[src/rtl/core/coc_pkg.sv]
// Package for the connection opening classifier.
// Verdict codes, pattern tables and state codes; no dependencies.
package coc_pkg;

   // Result codes
   typedef enum logic [2:0] {
      VERDICT_ROOT  = 3'd0,
      VERDICT_TLS   = 3'd1,
      VERDICT_HTTP  = 3'd2,
      VERDICT_SSH   = 3'd3,
      VERDICT_EMPTY = 3'd4,
      VERDICT_JUNK  = 3'd5
   } verdict_type;

   // TLS record header tracking
   typedef enum logic [1:0] {
      TLS_NONE    = 2'd0,
      TLS_TYPE_OK = 2'd1,
      TLS_MATCH   = 2'd2,
      TLS_FAIL    = 2'd3
   } tls_type;

   localparam int NUM_VERBS = 9;
   localparam int VERB_MAX  = 8;

   localparam logic [4:0] FULL_COUNT   = 5'd16;
   localparam logic [4:0] LEAD_COUNT   = 5'd12;
   localparam logic [4:0] LAST_INDEX   = 5'd15;
   localparam logic [4:0] SSH_LAST     = 5'd3;
   localparam logic [4:0] VERB_LIMIT   = 5'd8;
   localparam logic [7:0] ROOT_TAIL    = 8'h04;
   localparam logic [7:0] TLS_TYPE     = 8'h16;
   localparam logic [7:0] TLS_MAJOR    = 8'h03;

   // Method tokens with their trailing space, zero padded
   localparam logic [7:0] VERB_TEXT [NUM_VERBS][VERB_MAX] = '{
      '{8'h47, 8'h45, 8'h54, 8'h20, 8'h00, 8'h00, 8'h00, 8'h00},   // GET
      '{8'h50, 8'h4F, 8'h53, 8'h54, 8'h20, 8'h00, 8'h00, 8'h00},   // POST
      '{8'h48, 8'h45, 8'h41, 8'h44, 8'h20, 8'h00, 8'h00, 8'h00},   // HEAD
      '{8'h50, 8'h55, 8'h54, 8'h20, 8'h00, 8'h00, 8'h00, 8'h00},   // PUT
      '{8'h4F, 8'h50, 8'h54, 8'h49, 8'h4F, 8'h4E, 8'h53, 8'h20},   // OPTIONS
      '{8'h44, 8'h45, 8'h4C, 8'h45, 8'h54, 8'h45, 8'h20, 8'h00},   // DELETE
      '{8'h43, 8'h4F, 8'h4E, 8'h4E, 8'h45, 8'h43, 8'h54, 8'h20},   // CONNECT
      '{8'h54, 8'h52, 8'h41, 8'h43, 8'h45, 8'h20, 8'h00, 8'h00},   // TRACE
      '{8'h50, 8'h41, 8'h54, 8'h43, 8'h48, 8'h20, 8'h00, 8'h00}    // PATCH
   };

   localparam logic [4:0] VERB_LEN [NUM_VERBS] = '{
      5'd4, 5'd5, 5'd5, 5'd4, 5'd8, 5'd7, 5'd8, 5'd6, 5'd6
   };

   // SSH banner prefix
   localparam logic [7:0] SSH_TEXT [4] = '{8'h53, 8'h53, 8'h48, 8'h2D};

endpackage

[src/rtl/core/connection_opening_classifier_top.sv]
// Connection opening classifier, top level.
// Depends on coc_pkg for verdict codes and pattern tables.
//
// Usage:
//   The req_ channel carries one opening byte per request (req_data_byte,
//   qualified by req_byte_valid) and req_start_req, which begins a new
//   connection and forgets earlier bytes before the request is applied.
//   Every request yields exactly one response on the rsp_ channel:
//   rsp_verdict (root, TLS, HTTP, SSH, empty, junk) and rsp_awaiting_bytes,
//   set while a root prefix holds and fewer than sixteen bytes are in.
//   A request accepted into the input register is classified by the
//   pattern trackers and its verdict written to the result register,
//   from which its response is taken.
//   Throughput: one request per cycle while rsp_ready is high; the
//   pattern trackers update combinationally between the two registers.
//   Reset: both pipeline stages empty, trackers in the empty-connection
//   state, as if a new connection had started.
//   Stall: when a response is valid and rsp_ready is low the result
//   register holds; an empty input register still takes one more
//   request, then req_ready drops until the result is taken.
module connection_opening_classifier_top (
   input  logic       clock,
   input  logic       reset,
   input  logic       req_valid,
   output logic       req_ready,
   input  logic [7:0] req_data_byte,
   input  logic       req_byte_valid,
   input  logic       req_start_req,
   output logic       rsp_valid,
   input  logic       rsp_ready,
   output logic [2:0] rsp_verdict,
   output logic       rsp_awaiting_bytes
);

   // Input register
   logic                 in_valid_ff;
   logic [7:0]           in_byte_ff;
   logic                 in_byte_valid_ff;
   logic                 in_start_ff;

   // Tracker state
   logic [4:0]           bytes_seen_ff, bytes_seen_in;
   logic                 zero_lead_ok_ff, zero_lead_ok_in;
   logic                 fourth_word_ok_ff, fourth_word_ok_in;
   coc_pkg::tls_type     tls_progress_ff, tls_progress_in;
   logic [coc_pkg::NUM_VERBS-1:0] verb_alive_ff, verb_alive_in;
   logic                 http_hit_ff, http_hit_in;
   logic                 ssh_alive_ff, ssh_alive_in;
   logic                 ssh_hit_ff, ssh_hit_in;

   // Result register
   logic                 rsp_valid_ff;
   coc_pkg::verdict_type verdict_ff, verdict_in;
   logic                 awaiting_bytes_ff, awaiting_bytes_in;

   logic                 advance;
   logic [4:0]           idx;
   logic [7:0]           b;

   assign advance   = !rsp_valid_ff || rsp_ready;
   assign req_ready = !in_valid_ff || advance;

   // Tracker update for the request in the input register
   always_comb begin
      if (in_start_ff) begin
         bytes_seen_in     = '0;
         zero_lead_ok_in   = 1'b1;
         fourth_word_ok_in = 1'b1;
         tls_progress_in   = coc_pkg::TLS_NONE;
         verb_alive_in     = '1;
         http_hit_in       = 1'b0;
         ssh_alive_in      = 1'b1;
         ssh_hit_in        = 1'b0;
      end else begin
         bytes_seen_in     = bytes_seen_ff;
         zero_lead_ok_in   = zero_lead_ok_ff;
         fourth_word_ok_in = fourth_word_ok_ff;
         tls_progress_in   = tls_progress_ff;
         verb_alive_in     = verb_alive_ff;
         http_hit_in       = http_hit_ff;
         ssh_alive_in      = ssh_alive_ff;
         ssh_hit_in        = ssh_hit_ff;
      end

      idx = bytes_seen_in;
      b   = in_byte_ff;

      if (in_byte_valid_ff) begin
         // zero lead and fourth word
         if (idx < coc_pkg::LEAD_COUNT && b != 8'h00)
            zero_lead_ok_in = 1'b0;
         if (idx >= coc_pkg::LEAD_COUNT && idx < coc_pkg::FULL_COUNT) begin
            if (b != ((idx == coc_pkg::LAST_INDEX) ? coc_pkg::ROOT_TAIL : 8'h00))
               fourth_word_ok_in = 1'b0;
         end

         // TLS record header
         if (idx == 5'd0)
            tls_progress_in = (b == coc_pkg::TLS_TYPE) ? coc_pkg::TLS_TYPE_OK
                                                       : coc_pkg::TLS_FAIL;
         else if (idx == 5'd1 && tls_progress_in == coc_pkg::TLS_TYPE_OK)
            tls_progress_in = (b == coc_pkg::TLS_MAJOR) ? coc_pkg::TLS_MATCH
                                                        : coc_pkg::TLS_FAIL;

         // method tokens, one independent compare per token
         if (idx < coc_pkg::VERB_LIMIT) begin
            for (int v = 0; v < coc_pkg::NUM_VERBS; v++) begin
               if (verb_alive_in[v]) begin
                  if (idx < coc_pkg::VERB_LEN[v] &&
                      b == coc_pkg::VERB_TEXT[v][idx[2:0]]) begin
                     if (idx + 5'd1 == coc_pkg::VERB_LEN[v])
                        http_hit_in = 1'b1;
                  end else begin
                     verb_alive_in[v] = 1'b0;
                  end
               end
            end
         end

         // SSH banner
         if (idx <= coc_pkg::SSH_LAST && ssh_alive_in) begin
            if (b == coc_pkg::SSH_TEXT[idx[1:0]]) begin
               if (idx == coc_pkg::SSH_LAST)
                  ssh_hit_in = 1'b1;
            end else begin
               ssh_alive_in = 1'b0;
            end
         end

         if (idx < coc_pkg::FULL_COUNT)
            bytes_seen_in = idx + 5'd1;
      end
   end

   // Verdict from the updated trackers, in priority order
   always_comb begin
      awaiting_bytes_in = 1'b0;
      priority if (bytes_seen_in == 5'd0) begin
         verdict_in = coc_pkg::VERDICT_EMPTY;
      end else if (zero_lead_ok_in) begin
         if (bytes_seen_in < coc_pkg::FULL_COUNT) begin
            verdict_in        = coc_pkg::VERDICT_ROOT;
            awaiting_bytes_in = 1'b1;
         end else begin
            verdict_in = fourth_word_ok_in ? coc_pkg::VERDICT_ROOT
                                           : coc_pkg::VERDICT_JUNK;
         end
      end else if (tls_progress_in == coc_pkg::TLS_MATCH) begin
         verdict_in = coc_pkg::VERDICT_TLS;
      end else if (http_hit_in) begin
         verdict_in = coc_pkg::VERDICT_HTTP;
      end else if (ssh_hit_in) begin
         verdict_in = coc_pkg::VERDICT_SSH;
      end else begin
         verdict_in = coc_pkg::VERDICT_JUNK;
      end
   end

   // Control and tracker registers
   always_ff @(posedge clock) begin
      if (reset) begin
         in_valid_ff       <= 1'b0;
         rsp_valid_ff      <= 1'b0;
         bytes_seen_ff     <= '0;
         zero_lead_ok_ff   <= 1'b1;
         fourth_word_ok_ff <= 1'b1;
         tls_progress_ff   <= coc_pkg::TLS_NONE;
         verb_alive_ff     <= '1;
         http_hit_ff       <= 1'b0;
         ssh_alive_ff      <= 1'b1;
         ssh_hit_ff        <= 1'b0;
      end else begin
         if (req_ready)
            in_valid_ff <= req_valid;
         if (advance)
            rsp_valid_ff <= in_valid_ff;
         if (advance && in_valid_ff) begin
            bytes_seen_ff     <= bytes_seen_in;
            zero_lead_ok_ff   <= zero_lead_ok_in;
            fourth_word_ok_ff <= fourth_word_ok_in;
            tls_progress_ff   <= tls_progress_in;
            verb_alive_ff     <= verb_alive_in;
            http_hit_ff       <= http_hit_in;
            ssh_alive_ff      <= ssh_alive_in;
            ssh_hit_ff        <= ssh_hit_in;
         end
      end
   end

   // Payload registers
   always_ff @(posedge clock) begin
      if (req_ready && req_valid) begin
         in_byte_ff       <= req_data_byte;
         in_byte_valid_ff <= req_byte_valid;
         in_start_ff      <= req_start_req;
      end
      if (advance && in_valid_ff) begin
         verdict_ff        <= verdict_in;
         awaiting_bytes_ff <= awaiting_bytes_in;
      end
   end

   assign rsp_valid          = rsp_valid_ff;
   assign rsp_verdict        = verdict_ff;
   assign rsp_awaiting_bytes = awaiting_bytes_ff;

endmodule

[config.mk]
export PLATFORM = sky130hd
export DESIGN_NAME = connection_opening_classifier_top
export DESIGN_NICKNAME = d
export VERILOG_FILES = /design/src/rtl/core/coc_pkg.sv /design/src/rtl/core/connection_opening_classifier_top.sv
export SDC_FILE = /design/constraint.sdc
export NUM_CORES = 1
export LEC_CHECK = 0
export BUFFER_PORTS_ARGS = -buffer_cell sky130_fd_sc_hd__clkbuf_2
export CORE_MARGIN = 2
export CORE_UTILIZATION = 45
export CTS_CLUSTER_DIAMETER = 150
export DETAILED_ROUTE_END_ITERATION = 12
export PLACE_DENSITY = 0.71
export SYNTH_ARGS = -nofsm -noshare
export SYNTH_HDL_FRONTEND = slang
export SYNTH_SLANG_ARGS = --single-unit
[constraint.sdc]
create_clock -name clock -period 5.2 [get_ports clock]
set_clock_uncertainty 0.15 [all_clocks]
set_input_delay 1.3 -clock clock [delete_from_list [all_inputs] [get_ports clock]]
set_output_delay 1.3 -clock clock [all_outputs]
set_load 0.01 [all_outputs]
# Yosys cells after proc, flatten, opt, wreduce, memory -nomap -nowiden

Memory sizes are Yosys's and may differ from the RTL's.
Cells that the tools add are included.

Memories kept: 9
Flip-flop bits (word level): 37
Bits of input ports: 14
Memory bits (read-only): 576
Word-level logic and storage cells: 195

Memories:

| name            | words | bits a word | read ports | clocked after Yosys merged registers in | wr ports | RTL line                                 | RTL |
|---|---|---|---|---|---|---|---|
| (no name shown) | 8     | 8           | 1          | 0                                       | 0        | connection_opening_classifier_top.sv:110 | `b == coc_pkg::VERB_TEXT[v][idx[2:0]]) begin` |
| (no name shown) | 8     | 8           | 1          | 0                                       | 0        | connection_opening_classifier_top.sv:110 |  |
| (no name shown) | 8     | 8           | 1          | 0                                       | 0        | connection_opening_classifier_top.sv:110 |  |
| (no name shown) | 8     | 8           | 1          | 0                                       | 0        | connection_opening_classifier_top.sv:110 |  |
| (no name shown) | 8     | 8           | 1          | 0                                       | 0        | connection_opening_classifier_top.sv:110 |  |
| (no name shown) | 8     | 8           | 1          | 0                                       | 0        | connection_opening_classifier_top.sv:110 |  |
| +3 memories     | --    | --          | --         | --                                      | --       | --                                       |  |

Bitwise logic cells: 3
$lt $le $gt $ge: 12
Mux-type cells: 109
Equality and inequality tests: 23
Reduce and logical (&&, ||, !) cells: 23
Add/subtract/negate cells: 1

Operator list:

| operator            | number |
|---|---|
| $mux 8              | 20 |
| $eq 8x8->1          | 10 |
| $mux 1              | 70 |
| $mux 9              | 3 |
| $mux 3              | 7 |
| $eq 5x3->1 const B  | 4 |
| $lt 5x3->1 const B  | 4 |
| $bmux 8 s2          | 1 |
| $logic_and 1x1->1   | 15 |
| $mux 5              | 3 |
| $eq 5x4->1 const B  | 2 |
| $logic_not 5->1     | 2 |
| $lt 5x4->1 const B  | 2 |
| $lt 5x5->1 const B  | 2 |
| $mux 2              | 5 |
| $eq 8x2->1 const B  | 1 |
| $eq 8x5->1 const B  | 1 |
| $ne 8x3->1          | 1 |
| $reduce_bool 8->1   | 1 |
| $add 5x1->5 const B | 1 |
| $eq 5x1->1 const B  | 1 |
| $eq 5x2->1 const B  | 1 |
| $ge 5x4->1 const B  | 1 |
| $le 5x2->1 const B  | 1 |
| other kinds (10)    | 12 |

# Depth between registers and ports, before layout

Word-level depth: 42
Gate-level depth with buffers: 15
Depth with buffers taken out: 14

# Worst setup path after synthesis

OpenSTA, ideal clock, no wires.

Path type: flip-flop to flip-flop
Start: register in_start_ff
End: register verdict_ff[1] (netlist: rsp_verdict[1]) (data pin)
Data required time: 4796 ps
Buffers on the path: 1
Cell stages (with the launch flop): 14
Library setup time: 254 ps
Arrival time: 2916 ps
Path slack: 1880 ps
Cells stage by stage: edfxtp_1 -> buf_4 -> nor2b_1 -> ha_1 -> inv_1 -> ha_1 -> xor2_1 -> nor3_1 -> and3_1 -> and3_1 -> o211ai_2 -> nand4_1 -> o31a_1 -> o21a_1

Word-level cells in the longest chain between the ends: 42

RTL lines:

| element                                   | RTL line                                 | RTL |
|---|---|---|
| start: declaration                        | connection_opening_classifier_top.sv:39  | `logic in_start_ff;` |
| start signal: assignment                  | connection_opening_classifier_top.sv:195 | `in_start_ff <= req_start_req;` |
| $mux 5                                    | connection_opening_classifier_top.sv:65  | `if (in_start_ff) begin` |
| $not 3->4 (implied by the code)           | connection_opening_classifier_top.sv:110 |  |
| $mem_v2 8x8                               | --                                       |  |
| $mux 8 (implied by the code) (2 in a row) | connection_opening_classifier_top.sv:110 |  |
| $eq 8x8->1                                | connection_opening_classifier_top.sv:110 |  |
| $logic_and 1x1->1                         | connection_opening_classifier_top.sv:109 | `if (idx < coc_pkg::VERB_LEN[v] &&` |
| $mux 1                                    | connection_opening_classifier_top.sv:109 |  |
| $mux 1                                    | connection_opening_classifier_top.sv:108 | `if (verb_alive_in[v]) begin` |
| [... 25 more ...]                         | --                                       |  |
| $mux 1                                    | connection_opening_classifier_top.sv:111 | `if (idx + 5'd1 == coc_pkg::VERB_LEN[v])` |
| $mux 1                                    | connection_opening_classifier_top.sv:109 |  |
| $mux 1                                    | connection_opening_classifier_top.sv:108 |  |
| $mux 1                                    | connection_opening_classifier_top.sv:106 | `if (idx < coc_pkg::VERB_LIMIT) begin` |
| $mux 1                                    | connection_opening_classifier_top.sv:88  | `if (in_byte_valid_ff) begin` |
| $mux 3                                    | connection_opening_classifier_top.sv:150 | `end else if (http_hit_in) begin` |
| $mux 3                                    | connection_opening_classifier_top.sv:148 | `end else if (tls_progress_in == coc_pkg::TLS_MATCH) begin` |
| $mux 3                                    | connection_opening_classifier_top.sv:140 | `end else if (zero_lead_ok_in) begin` |
| end signal: assignment                    | connection_opening_classifier_top.sv:198 | `verdict_ff <= verdict_in;` |
| end: declaration                          | connection_opening_classifier_top.sv:53  | `coc_pkg::verdict_type verdict_ff, verdict_in;` |

Several ways; a longest one is shown, not always the timed one. The select of a mux whose other input is x is not followed.
A chain may end at the register's enable or synchronous reset.

# Worst setup path after layout

Start: register bytes_seen_ff[1]
End: register verdict_ff[2] (netlist: rsp_verdict[2]) (data pin)

Word-level cells in the longest chain between the ends: 42

RTL lines:

| element                                   | RTL line                                 | RTL |
|---|---|---|
| start: declaration                        | connection_opening_classifier_top.sv:42  | `logic [4:0] bytes_seen_ff, bytes_seen_in;` |
| start signal: assignment                  | connection_opening_classifier_top.sv:178 | `bytes_seen_ff <= bytes_seen_in;` |
| $mux 5 *                                  | connection_opening_classifier_top.sv:65  |  |
| $not 3->4 (implied by the code)           | connection_opening_classifier_top.sv:110 |  |
| $mem_v2 8x8                               | --                                       |  |
| $mux 8 (implied by the code) (2 in a row) | connection_opening_classifier_top.sv:110 |  |
| $eq 8x8->1                                | connection_opening_classifier_top.sv:110 |  |
| $logic_and 1x1->1                         | connection_opening_classifier_top.sv:109 |  |
| $mux 1                                    | connection_opening_classifier_top.sv:109 |  |
| $mux 1                                    | connection_opening_classifier_top.sv:108 |  |
| [... 25 more ...]                         | --                                       |  |
| $mux 1                                    | connection_opening_classifier_top.sv:111 |  |
| $mux 1                                    | connection_opening_classifier_top.sv:109 |  |
| $mux 1                                    | connection_opening_classifier_top.sv:108 |  |
| $mux 1                                    | connection_opening_classifier_top.sv:106 |  |
| $mux 1                                    | connection_opening_classifier_top.sv:88  |  |
| $mux 3                                    | connection_opening_classifier_top.sv:150 |  |
| $mux 3                                    | connection_opening_classifier_top.sv:148 |  |
| $mux 3                                    | connection_opening_classifier_top.sv:140 |  |

Every way passes the cells marked *; elsewhere a longest branch is shown, timed or not. The select of a mux whose other input is x is not followed.

==> flow_summary_export.csv <==
group,metric,value,unit
clock_network,postCtsHoldBufs,0,
clock_network,cts_buffers,5,
sta,tightest_slew,0.878,ns
clock_network,cts_max_level,2,
placement,hpwl,6.51,mm
sta,post-route-period-util,75.8,%
clock_network,cts_tree,"built",
synthesis,avgSynthCellArea,7.83,µm²
pwr,switching_power,207,µW
clock_network,path_clk_slew,0.08,ns
pwr,p_seq_share,48.7,%
clock_network,post_cts_resize_count,0,
routing,drc,0,
synthesis,synth.top_cell.area_share,14.1,%
final_layout,layout-drive-gt1-share,11.0,%
floorplan,io_pins,20,
synthesis,synth.distinct_cells,72,
grt,grt_pass1_vias,3008,
synthesis,postSynth.asyncResetShare,0,%
worst_setup_path,cp_top_family,"simple AND/OR/NAND/NOR gates",
floorplan,die_h,89.1,µm
grt,overflow,0,
worst_setup_path,cp.required,5.10,ns
worst_setup_path,criticalPathCategory,"reg -> reg",
pwr,power,707,µW
worst_setup_path,cp_slowest_stage_delay,0.61,ns
floorplan,start_util,45.6,%
sta,timing.fmax,254,MHz
pwr,p_sw_share,29.3,%
synthesis,synth_fp_nets,442,
worst_setup_path,worst-path-buf-inv,1,
sta,hold_violations,0,
routing,vias_per_cell,6.23,
floorplan,fp.dieArea,7930,µm²
job,cap_violations,0,
synthesis,netlist_area,3260,µm²
worst_setup_path,critPathLaunchType,"flop",
pwr,p_comb_share,15.9,%
final_layout,instances_no_fill,507,
routing,detail_route.wl_per_cell,19.0,µm
final_layout,nets,433,
floorplan,coreArea,7140,µm²
worst_setup_path,cp.arrival,3.84,ns
floorplan,fp.dieW,89.1,µm
routing,num_vias,3161,
sta,drv_slew,0,
clock_network,cts_max_path_buffers,2,
clock_network,cts.sinks,37,
sta,post-route-min-period,3.94,ns
sta,fin_ws,1.26,ns
grt,grt_pass1_wl,15.6,mm
floorplan,core.rowCount,31,
sta,tns,0,ns
grt,grt_max_degree,41,
synthesis,synthFlopType,"dfxtp_1",
sta,relSlewSlack,41.5,%
sta,rsz0062_at_grt,"no",
final_layout,syn2layout_area_growth,4.04,%
pwr,clkPwrFrac,35.4,%
synthesis,yosysWarnings,0,
pwr,power_leakage,0.00120,µW
pwr,ir_worst_vdd,0.197,mV
routing,ant_nets,0,
synthesis,synth_seq_area_share,27.1,%
synthesis,synth_area_leaders,"dfxtp_1, edfxtp_1, nor2_1, ha_1, nand2b_1",
grt,grt_use_total,25.4,%
synthesis,synth_edf_count,14,
placement,io_buffer_count,19,
status,status,"finished clean",
synthesis,synth-seq-cells,37,
placement,pre_cts_ws,1.34,ns
routing,drt_pass1_iterations,5,
worst_hold_path,min_path_type,"reg -> reg",
synthesis,synth_top_cell_by_area,"dfxtp_1",
clock_network,cts_setup_buffers,0,
placement,numPlacedInstances,499,
worst_setup_path,crit_slowest_cell,"dfxtp_1",
worst_setup_path,worst-path-max-fanout,18,
final_layout,final_util,47.5,%
final_layout,antenna_cells,0,
synthesis,netlist_instances,416,
sta,setup_viol,0,
pwr,powerDensity,209,nW/µm²
worst_setup_path,cp-end-kind,"flop",
clock_network,cts-root-buf,"clkbuf_8",
pwr,p_int,500,µW
grt,antenna_found_initial,0,
worst_setup_path,path_cells,"nor2b_1 > inv_1 > ha_1 > or2_2 > o32ai_1 > o21ai_1 > nor3_2 > o21ai_0 > a21oi_1 > o31a_1 > o31ai_1",
placement,place_congestion,1.07,
routing,drtIter0Drc,434,
routing,wirelength,9.62,mm
clock_network,insertion_delay,0.30,ns
## power by group through the flow
stage | combinational (µW) | sequential [µW] | clock [µW]
4_1_cts | 110 | 343 | 251
2_1_floorplan | 99.3 | 331 | 0
3_3_place_gp | 110 | 349 | 0
6_report | 113 | 344 | 250
5_1_grt | 125 | 346 | 264
3_5_place_dp | 109 | 349 | 0
## metrics by stage
stage	cell area, µm²	hold slack [ns]
after floorplan	3260	0.286
after global placement	3280	0.299
after detailed placement	3280	0.310
after CTS	3390	0.329
after global routing	3390	0.345
final	3390	0.325
## flip-flops by register name (all words and copies together), names as in the netlist, 2 cells and up
name / cells
b: 8
bytes_seen_ff: 5
rsp_verdict: 3
tls_progress_ff: 2
verb_alive_ff: 9
## cell families after synthesis
logic type      after synthesis  share of synthesized area, %
simple gates                174                          29.4
compound gates              117                          24.0
buf+inv                      52                          8.42
flops                        37                          27.1
xor+xnor                     22                          5.92
fa+ha+maj                    12                          4.61
mux                           2                         0.615
## synth_stat cells (all sizes together), types with 11 or more instances
cell type  number
xor2           12
buf            28
edfxtp         14
nor3           14
nand2          35
o21ai          19
o22ai          13
a21oi          27
ha             12
inv            14
nor2           41
dfxtp          23
nand2b         21
nor2b          11
## final cells by class
| cell class | count | area, µm² |
|---|---|---|
| clock buffer | 8 | 111 |
| timing repair buffer | 22 | 118 |
| multi-input combinational | 327 | 2100 |
| sequential | 37 | 881 |
| fill | 726 | 3750 |
| tap | 99 | 124 |
| inverter | 14 | 52.6 |
## layout by cell type (no fill, tap or decap), drive strengths merged, types with 5 or more instances in the layout
cell type	n
nor4	6
nor2b	11
xnor2	10
xor2	12
nor2	41
ha	12
and3	5
nand2b	21
nand2	35
inv	14
edfxtp	14
nor3	14
a21oi	27
o21ai	19
clkbuf	27
a31oi	8
or4	6
dfxtp	23
o22ai	13
## path summary, 6_finish.rpt
check | startpoint | endpoint | slack (ns) | depth (start not counted)
setup / recovery | bytes_seen_ff[1] | rsp_verdict[2] | 1.26 | 11
hold / removal | fourth_word_ok_ff | fourth_word_ok_ff | 0.32 | 1
setup reg to reg | bytes_seen_ff[1] | rsp_verdict[2] | 1.26 | 11
hold reg to reg | fourth_word_ok_ff | fourth_word_ok_ff | 0.32 | 1
## routing by layer
metal  routed length, µm  GRT usage, %
met1                4090          34.8
met3                 872          4.71
met2                4300          39.8
met4                 352          9.63
met5                   0             0
Note: power is estimated with default switching activity, not from simulation.
